**config.mk**
```make
export PLATFORM = sky130hd
export DESIGN_NAME = oaht_mod
export DESIGN_NICKNAME = d
export VERILOG_FILES = /design/src/sv/oaht_pkg.sv /design/src/sv/oaht_mod.sv
export SDC_FILE = /design/constraint.sdc
export NUM_CORES = 1
export LEC_CHECK = 0
export ABC_CLOCK_PERIOD_IN_PS = 14500
export BUFFER_PORTS_ARGS = -buffer_cell sky130_fd_sc_hd__buf_2
export CAP_MARGIN = 25
export CORE_MARGIN = 2
export CORE_UTILIZATION = 56
export DETAILED_ROUTE_END_ITERATION = 7
export MAX_ROUTING_LAYER = met4
export PLACE_DENSITY = 0.81
export SYNTH_ARGS = -nofsm -noshare
export SYNTH_HDL_FRONTEND = slang
export SYNTH_SLANG_ARGS = --single-unit
```
**constraint.sdc**
```tcl
create_clock -name clock -period 14.5 [get_ports clock]
set_input_delay 2.9 -clock clock [delete_from_list [all_inputs] [get_ports clock]]
set_output_delay 2.9 -clock clock [all_outputs]
set_load 0.02 [all_outputs]
```
**src/sv/oaht_pkg.sv**
```systemverilog
// shared types, codes and helpers for the open-addressed hash table
// no dependencies
package oaht_pkg;

   localparam int OAHT_SLOT_COUNT = 1024;
   localparam int OAHT_KEY_CHARS  = 8;

   localparam int KEY_W   = 64;
   localparam int VAL_W   = 31;
   localparam int SIZE_W  = 11;
   localparam int SLOT_W  = 10;
   localparam int CNT_W   = 11;
   localparam int TOTAL_W = 32;
   localparam int CSR_W   = 11;

   localparam logic [1:0] OP_INSERT = 2'd0;
   localparam logic [1:0] OP_LOOKUP = 2'd1;
   localparam logic [1:0] OP_REMOVE = 2'd2;

   localparam logic [1:0] ST_DONE  = 2'd0;
   localparam logic [1:0] ST_FOUND = 2'd1;
   localparam logic [1:0] ST_MISS  = 2'd2;
   localparam logic [1:0] ST_FULL  = 2'd3;

   localparam logic [1:0] CSR_HASH_MODE  = 2'd0;
   localparam logic [1:0] CSR_PROBE_MODE = 2'd1;
   localparam logic [1:0] CSR_SLOT_LIMIT = 2'd2;

   localparam logic [SIZE_W-1:0] SLOT_LIMIT_RESET = 11'd1021;
   localparam logic [63:0]       DJB2_SEED        = 64'd5381;
   localparam logic [9:0]        STEP_BASE        = 10'd997;

   // remainder unit: dividend lengths in bits
   localparam int MOD_CNT_W = 7;
   localparam logic [MOD_CNT_W-1:0] MOD_WIDE_BITS  = 7'd64;
   localparam logic [MOD_CNT_W-1:0] MOD_SHORT_BITS = 7'd24;

   typedef struct packed {
      logic              start;
      logic              wide;
      logic [63:0]       dividend;
      logic [SIZE_W-1:0] divisor;
   } mod_req_type;

   typedef struct packed {
      logic              done;
      logic [SIZE_W-1:0] rem;
   } mod_rsp_type;

   function automatic logic [KEY_W-1:0] key_mask(input int chars);
      logic [KEY_W-1:0] m;
      m = '0;
      for (int i = 0; i < 8; i++) begin
         if (i < chars) m = m | (64'hFF << (56 - 8 * i));
      end
      return m;
   endfunction

   // byte / (idx+1) by reciprocal multiply, exact for 8-bit bytes
   function automatic logic [7:0] byte_div(input logic [7:0] c, input logic [2:0] idx);
      logic [16:0] m;
      logic [24:0] p;
      case (idx)
         3'd0:    m = 17'd65536;
         3'd1:    m = 17'd32768;
         3'd2:    m = 17'd21846;
         3'd3:    m = 17'd16384;
         3'd4:    m = 17'd13108;
         3'd5:    m = 17'd10923;
         3'd6:    m = 17'd9363;
         default: m = 17'd8192;
      endcase
      p = 25'(c) * 25'(m);
      return p[23:16];
   endfunction

endpackage

```
**src/sv/oaht_mod.sv**
```systemverilog
// bit-serial remainder unit, one dividend bit per cycle
// depends on oaht_pkg
module oaht_mod import oaht_pkg::*; (
   input  logic        clock,
   input  logic        reset,
   input  mod_req_type req_in,
   output mod_rsp_type rsp_out
);

   logic                 run_ff;
   logic                 done_ff;
   logic [63:0]          dvd_ff;
   logic [SIZE_W-1:0]    rem_ff;
   logic [MOD_CNT_W-1:0] cnt_ff;
   logic [SIZE_W:0]      trial;
   logic [SIZE_W:0]      rem_in;

   always_comb begin
      trial  = {rem_ff, dvd_ff[63]};
      rem_in = (trial >= {1'b0, req_in.divisor}) ? trial - {1'b0, req_in.divisor} : trial;
   end

   always_ff @(posedge clock) begin
      if (reset) begin
         run_ff  <= 1'b0;
         done_ff <= 1'b0;
      end else begin
         done_ff <= run_ff && !req_in.start && (cnt_ff == MOD_CNT_W'(1));
         if (req_in.start) begin
            // short dividends sit in the low 24 bits
            dvd_ff <= req_in.wide ? req_in.dividend : {req_in.dividend[23:0], 40'd0};
            cnt_ff <= req_in.wide ? MOD_WIDE_BITS : MOD_SHORT_BITS;
            rem_ff <= '0;
            run_ff <= 1'b1;
         end else if (run_ff) begin
            dvd_ff <= {dvd_ff[62:0], 1'b0};
            rem_ff <= rem_in[SIZE_W-1:0];
            cnt_ff <= cnt_ff - 1'b1;
            if (cnt_ff == MOD_CNT_W'(1)) run_ff <= 1'b0;
         end
      end
   end

   assign rsp_out.done = done_ff;
   assign rsp_out.rem  = rem_ff;

endmodule

```
==> results of run 1 <==
area by class of cell:
| cell class | instances | area, µm² |
|---|---|---|
| timing repair buffer | 94 | 500 |
| tap | 102 | 128 |
| inverter | 21 | 78.8 |
| sequential | 84 | 2500 |
| fill | 572 | 2540 |
| multi-input combinational | 235 | 1690 |
| clock buffer | 9 | 124 |
| clock inverter | 7 | 90.1 |
layout by cell type, fill, tap and decap left out, drive strengths merged, types with 2 or more instances in the layout:
| cell type | count |
|---|---|
| a22o | 38 |
| edfxtp | 82 |
| nor3 | 4 |
| xnor2 | 8 |
| inv | 21 |
| o21a | 3 |
| ha | 13 |
| nor2 | 50 |
| nand3 | 5 |
| mux2i | 31 |
| o31a | 2 |
| o211ai | 2 |
| clkinv | 4 |
| clkbuf | 9 |
| o21ai | 9 |
| bufinv | 2 |
| nand2 | 7 |
| nor3b | 2 |
| nand2b | 2 |
| buf | 94 |
| a21oi | 35 |
| or2 | 3 |
| dfxtp | 2 |
| a211oi | 4 |
power by group through the flow:
stage / clock, W / combinational, W / sequential (W)
after floorplan: 0 / 0.0000722 / 0.000306
after global placement: 0 / 0.000100 / 0.000303
after detailed placement: 0 / 0.000105 / 0.000303
after CTS: 0.000184 / 0.000106 / 0.000298
after global routing: 0.000193 / 0.000117 / 0.000300
final: 0.000180 / 0.000105 / 0.000298
cells in the mapped netlist (all sizes together), types with 2 or more instances:
cell type,count,share of area
o211ai,2,0.0034
xnor2,8,0.016
inv,20,0.017
o31a,2,0.0040
clkbuf,15,0.013
mux2i,31,0.071
o21ai,9,0.012
nor3b,2,0.0046
or2,3,0.0043
nand2,7,0.0060
ha,13,0.037
edfxtp,82,0.57
dfxtp,2,0.0092
o21a,3,0.0052
a211oi,4,0.0092
buf,7,0.0095
nand2b,2,0.0034
nor3,4,0.0046
a22o,38,0.076
nor2,50,0.044
a21oi,35,0.042
nand3,5,0.0057
through the flow:
step                std cells  hold slack, ns  worst slack [ns]  total power, W
floorplan                 362           0.471              7.11        0.000378
global placement          535           0.476              9.09        0.000403
detailed placement        536           0.497              9.27        0.000408
CTS                       552           0.517              9.66        0.000587
global route              552           0.557              9.53        0.000610
finish                    552           0.517              9.63        0.000583
flip-flops by register name, indices dropped and copies added (netlist names):
name / cells
done_ff: 1
cnt_ff: 7
rem_ff: 11
dvd_ff: 64
run_ff: 1
cell families after synthesis:
family                   after synthesis  synth area share
flip-flops                            84             0.574
buffers and inverters                 43            0.0405
AND/OR/NAND/NOR                       84            0.0916
XOR/XNOR                               9            0.0181
AO/OA/AOI/OAI                         97             0.163
multiplexers                          31            0.0712
adder cells (fa/ha/maj)               14            0.0419
per-layer routing:
layer | global-route usage | wire [µm]
met1 | 0.300 | 3790
met2 | 0.338 | 4350
met3 | 0.0551 | 482
met4 | 0.0796 | 173
met5 | - | 0
final timing paths:
path	end	slack, ns	from	cells after the start
worst max-delay path	rem_ff[6]$_SDFFCE_PP0P_	9.63	req_in[0]	9
worst max register to register	rem_ff[6]$_SDFFCE_PP0P_	11.86	dvd_ff[63]$_DFFE_PP_	9
worst min-delay path	done_ff$_SDFF_PP0_	0.52	run_ff$_SDFF_PP0_	1
worst min register to register	done_ff$_SDFF_PP0_	0.52	run_ff$_SDFF_PP0_	1
==> metrics.md, run 1 <==
| Metric | Value |
|---|---|
| Largest net degree at the start of global routing | 83 |
| Total Die Area | 8500 µm² |
| Fin nets | approximately 540 |
| Crit path max-delay family | compound AO/OA/AOI/OAI gates |
| Register area share after synthesis | 0.574 |
| Top_reg_cell synth | edfxtp_1 |
| First-pass GRT wire length | 14.4 mm |
| WL per Instance | between 15 and 20 µm |
| Worst-path clk slew | 0.08 ns |
| Post-route ant nets | 0 |
| Setup_tns | 0 ns |
| Drt via density | approximately 5.7 |
| Asr flop ratio synth | 0 |
| Critical path class | in2reg |
| Area of the core | ~7600 µm² |
| CTS buffer count | 9 |
| Mapped cell area | 4360 µm² |
| Register bit total from synthesis | 84 |
| Worst slew pin tran | 1.02 ns |
| Synth warn | 0 |
| Final setup vio count | 0 |
| CP Data Required Time | 14.61 ns |
| Total Wirelength | 8.79 mm |
| Period minus WS final | 4.87 ns |
| Seq pwr share | 0.511 |
| Clock sink total | 84 |
| Routability cong. | 0.853 |
| Drt drc | 0 |
| CTS max path bufs | 2 |
| Max_slew headroom | 0.318 |
| Number of max-cap violations | 0 |
| Fin. Hold Viols | 0 |
| PortBufs | 90 |
| Layout area overhead | 17.3% |
| Initial antenna violation count | 0 |
| Psw | around 0.00015 W |
| Avg Inst Size Synth | approximately 12 µm² |
| GRT Overall Usage | 0.224 |
| Power per cell area | 114 nW/µm² |
| Cts hold-fix bufs | 0 |
| IO Pins | a little over 90 |
| FMAX | 205 MHz |
| RSZ-0062 raised after global routing | false |
| Clock power frac | 0.308 |
| Hold crit path type | reg2reg |
| Clock Tree Root | clkbuf_8 |
| Placed Area | a little under 5000 µm² |
| Iteration-0 DRC Markers | 255 |
| Bufs and invs on worst path | 1 |
| EDFF count, synth | 82 |
| Via count of the first global-routing pass | roughly 3000 |
| Switching Share | 0.258 |
| Post-layout instance area | 5110 µm² |
| CP Max Fanout | 16 |
| Die X | around 92 µm |
| Synthesized Nets | roughly 460 |
| Ant diodes | 0 |
| Worst endpoint data arrival time | approximately 5.0 ns |
| Max-slew violations | 0 |
| Setup crit end kind | register |
| DRT Pass-1 Iters | 4 |
| Worst skew pair latency | 0.34 ns |
| Setup Buffers After CTS | 0 |
| Unique masters post-synth | 51 |
| Worst clock skew | 0.00786 ns |
| PostCTS Resize Cnt | 0 |
| Site Rows | 32 |
| DIE HEIGHT | 92.2 µm |
| Logic pwr share | 0.180 |
| Peak supply drop | ~0.063 mV |
| H-tree depth | 3 |
| Vias | between 3000 and 4000 |
| Global route overflow | 0 |
| Cell Chain, Critical Path | buf_2, ha_1, fa_1, nand2b_2, a21oi_2, o21ai_2, a31oi_4, nor3b_1, a31o_2 |
| Crit start category | primary input |
| CTS tree | yes |
| Leakage | 2.12 nW |
| Period utilization | 0.336 |
| Internal power | 0.000433 W |
| Share of layout cells above drive strength 1 | 0.276 |
| Initial Utilization | 0.570 |
| Status | finished clean |
| CP max stage cell | a31oi_4 |
| Post-DP HPWL | between 6 and 7 mm |
| CP max stage delay | 0.50 ns |
| Fin util | 0.668 |
| Post-Syn Instances | 362 |
(Power assumes the default switching activity.)
==> inputs of run 2 (changes only) <==
==> config.mk (replaced) <==
export PLATFORM = sky130hd
export DESIGN_NAME = oaht_mod
export DESIGN_NICKNAME = d
export VERILOG_FILES = /design/src/sv/oaht_pkg.sv /design/src/sv/oaht_mod.sv
export SDC_FILE = /design/constraint.sdc
export NUM_CORES = 1
export LEC_CHECK = 0
export ABC_CLOCK_PERIOD_IN_PS = 4400
export BUFFER_PORTS_ARGS = -buffer_cell sky130_fd_sc_hd__buf_2
export CAP_MARGIN = 25
export CORE_MARGIN = 2
export CORE_UTILIZATION = 50
export DETAILED_ROUTE_END_ITERATION = 7
export MAX_ROUTING_LAYER = met4
export PLACE_DENSITY = 0.77
export SYNTH_ARGS = -nofsm -noshare
export SYNTH_HDL_FRONTEND = slang
export SYNTH_SLANG_ARGS = --single-unit
==> constraint.sdc (replaced) <==
create_clock -name clock -period 4.4 [get_ports clock]
set_input_delay 0.88 -clock clock [delete_from_list [all_inputs] [get_ports clock]]
set_output_delay 0.88 -clock clock [all_outputs]
set_load 0.02 [all_outputs]
==> run 2 against run 1 <==
- routed wire length fell by 1.5%
- non-clock buffer count rose by 3
- critical path depth did not move
- largest power group unchanged
==> metrics.md, run 2 (same netlist as run 1, synthesis figures left out) <==
| Metric | Value |
|---|---|
| Status | finished clean |
| DRT Pass-1 Iters | 4 |
| R2r setup slk | 1.80 ns |
| PnR Total Power | 0.00183 W |
| Worst endpoint data arrival time | 2.92 ns |
| Commonest non-fill, non-tap cell in the layout | buf_2 |
| Power per cell area | about 360 nW/µm² |
| Critical path class | in2reg |
| GRT Overall Usage | 0.191 |
| Worst slew pin tran | 0.713 ns |
| FF-to-FF path depth | 9 |
| Period minus WS final | 2.84 ns |
| Clock sink total | between 80 and 90 |
| Ant diodes | 0 |
| Layout area overhead | 16.5% |
| Setup crit end kind | register |
| Share of layout cells above drive strength 1 | 0.278 |
| Placed insts | 545 |
| FMAX | 352 MHz |
| Critical Path End | rem_ff[7]$_SDFFCE_PP0P_ |
| CTS tree | yes |
| Leakage | 2.10 nW |
| Worst skew pair latency | 0.34 ns |
| Iteration-0 DRC Markers | about 170 |
| Max_slew headroom | 0.525 |
| Worst-path clk slew | 0.09 ns |
| Max reg flops | 64 |
| Initial antenna violation count | 0 |
| Total Wirelength | 8.66 mm |
| Top sig layer | met4 |
| Post-DP HPWL | 5.98 mm |
| Finished Layout Cells | 561 |
| CP Max Fanout | 16 |
| Crit start category | primary input |
| DIE HEIGHT | 97.4 µm |
| Fin nets | 541 |
| Wire length on met3 | 396 µm |
| FF-to-FF Start | dvd_ff[63]$_DFFE_PP_ |
| Number of max-cap violations | 0 |
| Final setup vio count | 0 |
| Post-route ant nets | 0 |
| Cts hold-fix bufs | 0 |
| RSZ-0062 raised after global routing | false |
| CTS buffer count | 9 |
| PortBufs | 90 |
| Global route overflow | 0 |
| Top reg by flops | dvd_ff |
| First-pass GRT wire length | between 10 and 15 mm |
| WL met2 | approximately 4.2 mm |
| Met1 wire length | ~4.0 mm |
| CTS max path bufs | 2 |
| Largest net degree at the start of global routing | 51 |
| Worst clock skew | 0.0117 ns |
| Most frequent cells in the layout | buf_2, edfxtp_1, nor2_1 |
| IO Pins | 91 |
| Setup_tns | 0 ns |
| Total Die Area | about 9500 µm² |
| Max-slew violations | 0 |
| Fin util | 0.591 |
| Area of the core | around 8600 µm² |
| Initial Utilization | 0.507 |
| Drt via density | 5.53 |
| Fin. Hold Viols | 0 |
| Die X | ~100 µm |
| Peak supply drop | 0.203 mV |
| Clock Tree Root | clkbuf_8 |
| Routability cong. | 0.852 |
| Min-delay src | run_ff$_SDFF_PP0_ |
| Vias | 3100 |
| CP Data Required Time | 4.48 ns |
| Drt drc | 0 |
| H-tree depth | 3 |
| Via count of the first global-routing pass | slightly above 3000 |
| Setup crit start | req_in[0] |
| Hold crit path type | reg2reg |
| Site Rows | 34 |
| PostCTS Resize Cnt | 0 |
| Setup Buffers After CTS | 0 |
| Largest registers in the final layout | dvd_ff x64, rem_ff x11, cnt_ff x7 |
| Period utilization | 0.646 |
| Hold Crit Depth | 1 |
| WL per Instance | 15.4 µm |
| FF-to-FF End | rem_ff[7]$_SDFFCE_PP0P_ |
run 2: worst min path at each step:
stage	slack, ns	to
5_1_grt	0.55	done_ff$_SDFF_PP0_
3_5_place_dp	0.49	done_ff$_SDFF_PP0_
3_3_place_gp	0.48	done_ff$_SDFF_PP0_
4_1_cts	0.52	done_ff$_SDFF_PP0_
2_1_floorplan	0.47	done_ff$_SDFF_PP0_
6_report	0.51	done_ff$_SDFF_PP0_
run 2: final cells by class:
type                    instances  area (µm²)
clock buffers                   9         124
flip-flops and latches         84        2500
repair buffers                 97         503
multi-input cells             235        1690
well taps                     108         135
inverters                      21        78.8
clock inverters                 7        48.8
fillers                       726        3510
run 2: per-stage QoR:
stage | hold slack (ns) | worst slack, ns | cell area [µm²]
finish | 0.509 | 1.56 | 5080
global route | 0.549 | 1.47 | 5080
CTS | 0.518 | 1.59 | 5080
detailed placement | 0.490 | 1.21 | 4910
global placement | 0.481 | 1.28 | 4910
floorplan | 0.471 | 0.407 | 4360
run 2: per-layer routing:
layer  track usage  vias up
met3        0.0273        5
met5             -        -
met2         0.300       72
li1              -     1525
met1         0.263     1498
met4        0.0545        0
run 2: worst max-delay path, stage by stage:
cell and delay [ns]:
buf_2 0.10, ha_1 0.22, fa_1 0.41, nand2b_2 0.23, a21oi_2 0.16, o21ai_2 0.10
a31oi_4 0.50, mux2i_1 0.27, nor2_1 0.07
run 2: where the power goes:
part / total [W] / switching (W) / internal, W
logic: 0.000348 / 0.000195 / 0.000153
clock network: 0.000498 / 0.000290 / 0.000208
registers: 0.000980 / 0.0000261 / 0.000954
